## src/rtl/spd_pkg.sv

```systemverilog
// shared types and constants for the serial packet deframer
`default_nettype none

package spd_pkg;

    localparam logic [7:0] HI_NIBBLE_MASK = 8'hF0;
    localparam logic [7:0] LO_NIBBLE_MASK = 8'h0F;
    localparam logic [3:0] EXT_LEN_CODE   = 4'h0;
    localparam logic [3:0] MIN_SHORT_LEN  = 4'd2;
    localparam logic [7:0] EXT_LEN_POS    = 8'd2;
    localparam logic [7:0] MIN_EXT_LEN    = 8'd2;
    localparam logic [3:0] MAX_LEN_RESET  = 4'hF;
    localparam logic [3:0] PKT_ID_RESET   = 4'h0;

    typedef enum logic [0:0] {
        CFG_PKT_ID  = 1'b0,
        CFG_MAX_LEN = 1'b1
    } t_cfg_idx;

    typedef enum logic [1:0] {
        STAT_BUSY    = 2'd0,
        STAT_GOOD    = 2'd1,
        STAT_BAD     = 2'd2,
        STAT_BAD_LEN = 2'd3
    } t_status;

    typedef enum logic [0:0] {
        ST_HUNT  = 1'b0,
        ST_FRAME = 1'b1
    } t_state;

    typedef struct packed {
        logic [3:0] pkt_id;
        logic [3:0] max_len;
    } t_cfg;

    typedef struct packed {
        logic [7:0] frame_byte;
        logic [7:0] byte_index;
        logic       frame_end;
        t_status    frame_status;
    } t_result;

endpackage

`default_nettype wire

```

## src/rtl/spd_rx_if.sv

```systemverilog
// received byte channel
`default_nettype none

interface spd_rx_if;
    logic       valid;
    logic       ready;
    logic [7:0] rx_byte;

    modport source (output valid, output rx_byte, input ready);
    modport sink   (input valid, input rx_byte, output ready);
endinterface

`default_nettype wire

```

## src/rtl/spd_res_if.sv

```systemverilog
// frame byte result channel
`default_nettype none

interface spd_res_if;
    logic       valid;
    logic       ready;
    logic [7:0] frame_byte;
    logic [7:0] byte_index;
    logic       frame_end;
    logic [1:0] frame_status;

    modport source (output valid, output frame_byte, output byte_index,
                    output frame_end, output frame_status, input ready);
    modport sink   (input valid, input frame_byte, input byte_index,
                    input frame_end, input frame_status, output ready);
endinterface

`default_nettype wire

```

## src/rtl/spd_cfg_regs.sv

```systemverilog
// configuration registers of the deframer
`default_nettype none

module spd_cfg_regs (
    input  wire logic                  i_clk,
    input  wire logic                  i_rst_n,
    input  wire logic                  i_cfg_we,
    input  wire logic [0:0]            i_cfg_idx,
    input  wire logic [3:0]            i_cfg_wdata,
    output spd_pkg::t_cfg              o_cfg
);
    import spd_pkg::*;

    t_cfg r_cfg;

    always_ff @(posedge i_clk) begin
        if (!i_rst_n) begin
            r_cfg.pkt_id  <= PKT_ID_RESET;
            r_cfg.max_len <= MAX_LEN_RESET;
        end else if (i_cfg_we) begin
            unique case (t_cfg_idx'(i_cfg_idx))
                CFG_PKT_ID:  r_cfg.pkt_id  <= i_cfg_wdata;
                CFG_MAX_LEN: r_cfg.max_len <= i_cfg_wdata;
                default:     r_cfg <= r_cfg;
            endcase
        end
    end

    assign o_cfg = r_cfg;

endmodule

`default_nettype wire

```

## src/rtl/spd_frame_core.sv

```systemverilog
// input register, frame tracking state and result register
`default_nettype none

module spd_frame_core (
    input  wire logic          i_clk,
    input  wire logic          i_rst_n,
    input  wire spd_pkg::t_cfg i_cfg,
    spd_rx_if.sink             i_rx,
    spd_res_if.source          o_res
);
    import spd_pkg::*;

    logic       r_s1_valid, n_s1_valid;
    logic [7:0] r_s1_byte;

    t_state     r_state, n_state;
    logic [7:0] r_pos, n_pos;
    logic [7:0] r_len, n_len;
    logic [7:0] r_sum, n_sum;
    logic       r_ext, n_ext;

    logic       r_out_valid, n_out_valid;
    t_result    r_out, n_out;

    logic       in_xfer;
    logic       adv;
    logic       has_res;

    // header decode
    logic [3:0] hdr_len;
    logic       hdr_id_ok;
    logic       hdr_short;
    logic       hdr_ext;
    logic       hdr_take;

    // in-frame decode
    logic       ext_len_byte;
    logic       ext_len_bad;
    logic [7:0] eff_len;
    logic       at_end;
    logic [7:0] expect_sum;

    assign in_xfer    = i_rx.valid && i_rx.ready;
    assign adv        = r_s1_valid && (!r_out_valid || o_res.ready);
    assign i_rx.ready = !r_s1_valid || adv;
    assign n_s1_valid = in_xfer || (r_s1_valid && !adv);

    assign hdr_len   = 4'((r_s1_byte & LO_NIBBLE_MASK));
    assign hdr_id_ok = 4'((r_s1_byte & HI_NIBBLE_MASK) >> 4) == i_cfg.pkt_id;
    assign hdr_short = (hdr_len >= MIN_SHORT_LEN) && (hdr_len <= i_cfg.max_len);
    assign hdr_ext   = hdr_len == EXT_LEN_CODE;
    assign hdr_take  = hdr_id_ok && (hdr_short || hdr_ext);

    assign ext_len_byte = r_ext && (r_pos == EXT_LEN_POS);
    assign ext_len_bad  = ext_len_byte && (r_s1_byte < MIN_EXT_LEN);
    assign eff_len      = ext_len_byte ? r_s1_byte : r_len;
    assign at_end       = r_pos == eff_len;
    assign expect_sum   = 8'(8'd0 - r_sum);

    // next state
    always_comb begin
        n_state = r_state;
        if (adv) begin
            unique case (r_state)
                ST_HUNT: begin
                    if (hdr_take) n_state = ST_FRAME;
                end
                ST_FRAME: begin
                    if (ext_len_bad || at_end) n_state = ST_HUNT;
                end
                default: n_state = ST_HUNT;
            endcase
        end
    end

    // frame counters and result
    always_comb begin
        n_pos   = r_pos;
        n_len   = r_len;
        n_sum   = r_sum;
        n_ext   = r_ext;
        has_res = 1'b0;
        n_out.frame_byte   = r_s1_byte;
        n_out.byte_index   = r_pos;
        n_out.frame_end    = 1'b0;
        n_out.frame_status = STAT_BUSY;
        unique case (r_state)
            ST_HUNT: begin
                n_out.byte_index = 8'd0;
                if (hdr_take) begin
                    has_res = 1'b1;
                    n_pos   = 8'd1;
                    n_sum   = r_s1_byte;
                    n_ext   = hdr_ext;
                    n_len   = hdr_ext ? EXT_LEN_POS : {4'd0, hdr_len};
                end
            end
            ST_FRAME: begin
                has_res = 1'b1;
                if (ext_len_bad || at_end) begin
                    // back to hunting
                    n_pos = 8'd0;
                    n_len = 8'd0;
                    n_sum = 8'd0;
                    n_ext = 1'b0;
                    n_out.frame_end = 1'b1;
                    if (ext_len_bad) begin
                        n_out.frame_status = STAT_BAD_LEN;
                    end else if (r_s1_byte == expect_sum) begin
                        n_out.frame_status = STAT_GOOD;
                    end else begin
                        n_out.frame_status = STAT_BAD;
                    end
                end else begin
                    n_pos = 8'(r_pos + 8'd1);
                    n_sum = 8'(r_sum + r_s1_byte);
                    n_len = eff_len;
                end
            end
            default: has_res = 1'b0;
        endcase
    end

    assign n_out_valid = adv ? has_res : (r_out_valid && !o_res.ready);

    always_ff @(posedge i_clk) begin
        if (!i_rst_n) begin
            r_s1_valid  <= 1'b0;
            r_out_valid <= 1'b0;
            r_state     <= ST_HUNT;
            r_pos       <= 8'd0;
            r_len       <= 8'd0;
            r_sum       <= 8'd0;
            r_ext       <= 1'b0;
        end else begin
            r_s1_valid  <= n_s1_valid;
            r_out_valid <= n_out_valid;
            r_state     <= n_state;
            if (adv) begin
                r_pos <= n_pos;
                r_len <= n_len;
                r_sum <= n_sum;
                r_ext <= n_ext;
            end
        end
    end

    always_ff @(posedge i_clk) begin
        if (in_xfer) begin
            r_s1_byte <= i_rx.rx_byte;
        end
        if (adv && has_res) begin
            r_out <= n_out;
        end
    end

    assign o_res.valid        = r_out_valid;
    assign o_res.frame_byte   = r_out.frame_byte;
    assign o_res.byte_index   = r_out.byte_index;
    assign o_res.frame_end    = r_out.frame_end;
    assign o_res.frame_status = r_out.frame_status;

    a_hunt_clear: assert property (@(posedge i_clk) disable iff (!i_rst_n)
        (r_state == ST_HUNT) |-> (r_pos == 8'd0 && r_sum == 8'd0 && !r_ext))
        else $error("counters not cleared while hunting");

    a_frame_pos: assert property (@(posedge i_clk) disable iff (!i_rst_n)
        (r_state == ST_FRAME) |-> (r_pos != 8'd0 && r_len >= MIN_EXT_LEN))
        else $error("bad position or length inside a frame");

    a_end_status: assert property (@(posedge i_clk) disable iff (!i_rst_n)
        r_out_valid |-> (r_out.frame_end == (r_out.frame_status != STAT_BUSY)))
        else $error("frame end and status disagree");

    a_header_enter: assert property (@(posedge i_clk) disable iff (!i_rst_n)
        (adv && has_res && r_state == ST_HUNT) |=>
            (r_state == ST_FRAME && r_out.byte_index == 8'd0))
        else $error("accepted header did not open a frame");

    a_end_hunt: assert property (@(posedge i_clk) disable iff (!i_rst_n)
        (adv && r_state == ST_FRAME && (ext_len_bad || at_end)) |=>
            (r_state == ST_HUNT && r_out_valid && r_out.frame_end))
        else $error("closing byte did not return to hunting");

endmodule

`default_nettype wire

```

## src/rtl/serial_packet_deframer_unit.sv

```systemverilog
// serial packet deframer: length-prefixed frame receiver with checksum check
//
//  channel  | dir | handshake           | payload
//  ---------+-----+---------------------+------------------------------------------
//  i_rx     | in  | valid / ready       | rx_byte[7:0]
//  o_res    | out | valid / ready       | frame_byte, byte_index, frame_end,
//           |     |                     | frame_status[1:0]
//  i_cfg_*  | in  | write enable only   | idx 0 packet id nibble, idx 1 max length
//
// one byte per cycle sustained while o_res is ready: input register, decode and 8-bit
// sum update, then the result register
// synchronous active-low reset returns to hunting with empty registers
// a stalled result holds the result register, the input register still takes
// one more byte; bytes that give no result leave nothing behind
`default_nettype none

module serial_packet_deframer_unit (
    input  wire logic       i_clk,
    input  wire logic       i_rst_n,
    input  wire logic       i_cfg_we,
    input  wire logic [0:0] i_cfg_idx,
    input  wire logic [3:0] i_cfg_wdata,
    spd_rx_if.sink          i_rx,
    spd_res_if.source       o_res
);
    import spd_pkg::*;

    t_cfg cfg;

    spd_cfg_regs u_cfg (
        .i_clk       (i_clk),
        .i_rst_n     (i_rst_n),
        .i_cfg_we    (i_cfg_we),
        .i_cfg_idx   (i_cfg_idx),
        .i_cfg_wdata (i_cfg_wdata),
        .o_cfg       (cfg)
    );

    spd_frame_core u_core (
        .i_clk   (i_clk),
        .i_rst_n (i_rst_n),
        .i_cfg   (cfg),
        .i_rx    (i_rx),
        .o_res   (o_res)
    );

endmodule

`default_nettype wire
```

## src/flat_wrapper.sv

```systemverilog
// flat-port wrapper written by rule: the top's interface ports become plain ports
module serial_packet_deframer_unit_flat import spd_pkg::*;
  (i_clk, i_rst_n, i_cfg_we, i_cfg_idx, i_cfg_wdata, i_rx_valid, i_rx_rx_byte, i_rx_ready, o_res_valid, o_res_frame_byte, o_res_byte_index, o_res_frame_end, o_res_frame_status, o_res_ready);
  spd_rx_if i_rx_i ();
  spd_res_if o_res_i ();
  input  wire logic i_clk;
  input  wire logic i_rst_n;
  input  wire logic i_cfg_we;
  input  wire logic [0:0] i_cfg_idx;
  input  wire logic [3:0] i_cfg_wdata;
  input wire logic [$bits(i_rx_i.valid)-1:0] i_rx_valid;
  input wire logic [$bits(i_rx_i.rx_byte)-1:0] i_rx_rx_byte;
  output wire logic [$bits(i_rx_i.ready)-1:0] i_rx_ready;
  output wire logic [$bits(o_res_i.valid)-1:0] o_res_valid;
  output wire logic [$bits(o_res_i.frame_byte)-1:0] o_res_frame_byte;
  output wire logic [$bits(o_res_i.byte_index)-1:0] o_res_byte_index;
  output wire logic [$bits(o_res_i.frame_end)-1:0] o_res_frame_end;
  output wire logic [$bits(o_res_i.frame_status)-1:0] o_res_frame_status;
  input wire logic [$bits(o_res_i.ready)-1:0] o_res_ready;
  assign i_rx_i.valid = i_rx_valid;
  assign i_rx_i.rx_byte = i_rx_rx_byte;
  assign i_rx_ready = i_rx_i.ready;
  assign o_res_valid = o_res_i.valid;
  assign o_res_frame_byte = o_res_i.frame_byte;
  assign o_res_byte_index = o_res_i.byte_index;
  assign o_res_frame_end = o_res_i.frame_end;
  assign o_res_frame_status = o_res_i.frame_status;
  assign o_res_i.ready = o_res_ready;
  serial_packet_deframer_unit u_core (.i_clk(i_clk), .i_rst_n(i_rst_n), .i_cfg_we(i_cfg_we), .i_cfg_idx(i_cfg_idx), .i_cfg_wdata(i_cfg_wdata), .i_rx(i_rx_i), .o_res(o_res_i));
endmodule
```

## config.mk

```make
export PLATFORM = sky130hd
export DESIGN_NAME = serial_packet_deframer_unit_flat
export DESIGN_NICKNAME = d
export VERILOG_FILES = /design/src/rtl/spd_pkg.sv /design/src/rtl/spd_rx_if.sv /design/src/rtl/spd_res_if.sv /design/src/rtl/spd_cfg_regs.sv /design/src/rtl/spd_frame_core.sv /design/src/rtl/serial_packet_deframer_unit.sv /design/src/flat_wrapper.sv
export SDC_FILE = /design/constraint.sdc
export NUM_CORES = 1
export LEC_CHECK = 0
export BUFFER_PORTS_ARGS = -buffer_cell sky130_fd_sc_hd__clkbuf_2
export CAP_MARGIN = 20
export CORE_MARGIN = 2
export CORE_UTILIZATION = 30
export CTS_BUF_LIST = sky130_fd_sc_hd__clkbuf_2
export CTS_CLUSTER_SIZE = 10
export DETAILED_ROUTE_END_ITERATION = 12
export PLACE_DENSITY_LB_ADDON = 0.05
export SLEW_MARGIN = 10
export SYNTH_ARGS = -nofsm -noshare
export SYNTH_HDL_FRONTEND = slang
export SYNTH_SLANG_ARGS = --single-unit
export TNS_END_PERCENT = 50
```

## constraint.sdc

```tcl
create_clock -name i_clk -period 2.19 [get_ports i_clk]
set_input_delay 0.1095 -clock i_clk [delete_from_list [all_inputs] [get_ports i_clk]]
set_output_delay 0.1095 -clock i_clk [all_outputs]
set_load 0.02 [all_outputs]
```

==> flow_summary_export.csv <==
group,metric,value,unit
run_status,outcome,"finished, violations left",
run_status,violations,"negative setup slack",
yosys,synth_top_area_cell,"edfxtp_1",
routing,via_per_inst,5.114,
routing,top_layer,"met4",
yosys,synth-compound-area-share,0.2203,
global_route,grt_max_degree,23,
placed_design,portBuffers,38,
yosys,synth_top_family_by_area,"compound AO/OA/AOI/OAI gates",
cells_and_area,finish.instance_area,5012,sq um
routing,drc,0,
timing,finalWorstSetupSlack,-0.04597,ns
global_route,first_global_vias,3146,
yosys,synth_xor_area_frac,0.05612,
timing,fmax,447.2,MHz
clocking,cts.htree.levels,3,
cells_and_area,area_delta_synth_final,39.63,%
placed_design,dp_slack,-0.09796,ns
setup_path,max_stage_delay,0.53,ns
floorplan,die_h,113.4,um
setup_path,slowest_stage,"edfxtp_1",
floorplan,io_pins,39,
yosys,synth-simple-area-share,0.1635,
cells_and_area,final_cell_mix,"clkbuf_2 (50), buf_4 (40), dfxtp_1 (35)",
global_route,antenna_found_initial,0,
routing,wl_met2,4.687,mm
floorplan,core_area,11560,sq um
cells_and_area,stdcell_count,612,
global_route,track_usage,0.1760,
setup_path,path_buf_inv,3,
yosys,avgSynthCellArea,10.32,sq um
yosys,ys_top_cells_by_area,"edfxtp_1 (23%), dfxtp_1 (20%), ha_1 (4.9%), a211oi_2 (3.5%), xnor2_1 (3.2%)",
cells_and_area,nets,497,
setup_path,r2r_setup_slack,-0.05,ns
yosys,synth.distinct_cells,69,
timing,rsz0062_at_grt,"true",
setup_path,cp_max_fo,8,
job,maxCapViolCount,0,
clocking,ctsLongestPathBuffers,2,
hold_path,hold_path.class,"input port to flop",
floorplan,rows,39,
setup_path,timing.rr.start,"u_core.u_core.r_s1_byte[1]",
yosys,synth_mux_area_frac,0.01394,
timing,relSlewSlack,0.6053,
timing,min_period,2.236,ns
routing,drtIter0Drc,147,
floorplan,dieWidth,113.4,um
hold_path,whs_path_depth,3,
setup_path,cp-end-kind,"flop",
yosys,synth_edf_count,27,
timing,worst_slew_pin_slew,0.5920,ns
clocking,cts_sinks,63,
setup_path,reg2reg_depth,10,
setup_path,critPathKind,"flop to flop",
setup_path,critPathArrivalTime,2.74,ns
clocking,clk_pin_slew_worst_paths,0.20,ns
cells_and_area,antenna_cells,0,
pwr,max-vdd-ir-drop,251.2,uV
setup_path,cp_num_cells,10,
pwr,p_leak,1.973,nW
clocking,cts_tree,"yes",
placed_design,dp_cells,554,
yosys,synth.top_cell.area_share,0.2259,
yosys,netlist_area,3590,sq um
yosys,synth_flop_cell,"dfxtp_1",
placed_design,place_congestion,0.7745,
global_route,grt_pass1_wl,16.99,mm
yosys,yosys_register_bits,63,
yosys,synth-async-reset-ratio,0,
floorplan,fp.dieArea,12860,sq um
clocking,cts_made_buffers,9,
setup_path,cp_top_family,"compound AO/OA/AOI/OAI gates",
routing,dr_wl_met3,392,um
setup_path,critPathRequiredTime,2.69,ns
yosys,yosys.area_share.adder,0.05437,
placed_design,dpl.hpwl,7.431,mm
routing,wirelength,10.61,mm
yosys,syn_inst,348,
timing,finalHoldViolCount,0,
yosys,ys.warnings.count,0,
setup_path,setup.worst_path.end,"u_core.u_core.r_len[6]",
routing,wl_per_cell,17.33,um
global_route,grt_overflow_total,0,
routing,wl_met1,5.254,mm
floorplan,start_util,0.3104,
cells_and_area,drive_gt1_frac,0.3902,
setup_path,cp-start-kind,"flop",
yosys,syn_nets,381,
setup_path,cp_cell_sequence,"ha_4 -> nor2b_4 -> o211ai_1 -> a21bo_2 -> a21boi_4 -> buf_12 -> buf_12 -> buf_6 -> o21ai_2 -> a211oi_2",
setup_path,r2r-end,"u_core.u_core.r_len[6]",
clocking,root_buffer,"clkbuf_2",
routing,antenna_left,0,
timing,period_share,1.021,
pwr,p_per_area,497.6,nW/um^2
routing,vias,3130,
cells_and_area,final_common_cell,"clkbuf_2",
setup_path,startpoint,"u_core.u_core.r_s1_byte[1]",
timing,finalSetupViolations,6,
yosys,yosysSeqAreaShare,0.4266,
routing,first_pass_iters,4,
placed_design,dpl_cell_area,4173,sq um
setup_path,crit_top_cell,"buf_12",
clocking,clk_latency,0.56,ns
timing,clock_skew,0.03353,ns
timing,maxSlewViolCount,0,
## area by class of cell
type | instances | area (sq um)
sequential | 63 | 1535
tap | 143 | 178.9
inverter | 20 | 80.08
timing repair buffer | 126 | 1075
fill | 1124 | 6553
clock buffer | 12 | 60.06
multi-input combinational | 244 | 2036
clock inverter | 4 | 47.55
## Yosys cell counts (6+ instances only)
| cell | number |
|---|---|
| dfxtp_1 | 36 |
| edfxtp_1 | 27 |
| nor2_1 | 25 |
| nand3_1 | 22 |
| o21ai_0 | 21 |
| inv_1 | 18 |
| a21oi_1 | 15 |
| ha_1 | 14 |
| nand2_1 | 14 |
| xnor2_1 | 13 |
| a211oi_2 | 10 |
| xor2_1 | 10 |
| clkbuf_1 | 7 |
| nor3_1 | 7 |
| a32oi_1 | 6 |
## worst register-to-register path, delay by kind of cell, from the launching register on
kind | cells | cell delay, ns
fa+ha+maj | 1 | 0.32
simple gates | 1 | 0.12
flops | 1 | 0.53
compound gates | 5 | 0.82
buf+inv | 3 | 0.40
## registers in the layout, summed over array words and instances, names as in the netlist, 2 cells and up
register,cells
u_core.u_core.o_res.byte_index,8
u_core.u_core.o_res.frame_status,2
u_core.u_core.r_len,8
u_core.u_cfg.o_cfg,8
u_core.u_core.r_sum,8
u_core.u_core.r_pos,8
u_core.u_core.r_s1_byte,8
u_core.u_core.o_res.frame_byte,8
## metrics by stage
stage / setup TNS [ns] / utilization / hold WS [ns] / power (W)
after global routing: -2.604 / 0.4334 / 0.09825 / 0.002631
after detailed placement: -0.5122 / 0.3608 / 0.2891 / 0.001696
after floorplan: 0 / - / 0.2084 / 0.001551
final: -0.1182 / 0.4334 / 0.1169 / 0.002494
after CTS: -0.6624 / 0.4169 / 0.04912 / 0.002511
after global placement: -0.3770 / 0.3608 / 0.2881 / 0.001696
## what timing repair did
action | in CTS | in global routing
setup buffers | 16 | 4
endpoints found under the setup margin | 18 | 44
pin swaps | 27 | 29
hold endpoints to repair | 18 | 0
hold buffers | 23 | 0
gates resized for setup | 37 | 47
cloned | 2 | 0
## report_power, final
group	leakage (nW)	switching [W]	internal (W)	total, W
Combinational	1.37	0.000248	0.000239	0.000487
Clock	0.0719	0.000444	0.000274	0.000718
Sequential	0.534	0.0000319	0.00126	0.00129
Total	1.97	0.000723	0.00177	0.00249
## routing by layer
metal,up-vias,GRT usage
met5,-,0
met4,0,0.07886
met3,19,0.03879
met2,59,0.2655
met1,1511,0.2420
li1,1541,-
## logic make-up (layout without fill, tap and decap cells)
| family | after synthesis | after routing |
|---|---|---|
| buffers and inverters | 41 | 162 |
| muxes | 5 | 5 |
| and+or+nand+nor | 104 | 104 |
| AOI/OAI and AO/OA | 97 | 97 |
| adders and majority gates | 15 | 15 |
| DFF | 63 | 63 |
| xor gates and xnor gates | 23 | 23 |
## how the worst min path moves through the flow
stage                    start                         end  slack (ns)
6_report               i_rst_n      u_core.u_core.r_sum[6]        0.12
3_3_place_gp   i_rx_rx_byte[5]  u_core.u_core.r_s1_byte[5]        0.29
3_5_place_dp   i_rx_rx_byte[5]  u_core.u_core.r_s1_byte[5]        0.29
4_1_cts                i_rst_n      u_core.u_core.r_sum[6]        0.05
2_1_floorplan  i_rx_rx_byte[0]  u_core.u_core.r_s1_byte[0]        0.21
5_1_grt                i_rst_n      u_core.u_core.r_sum[6]         0.1
No activity file was read; power rests on OpenSTA's default activity.
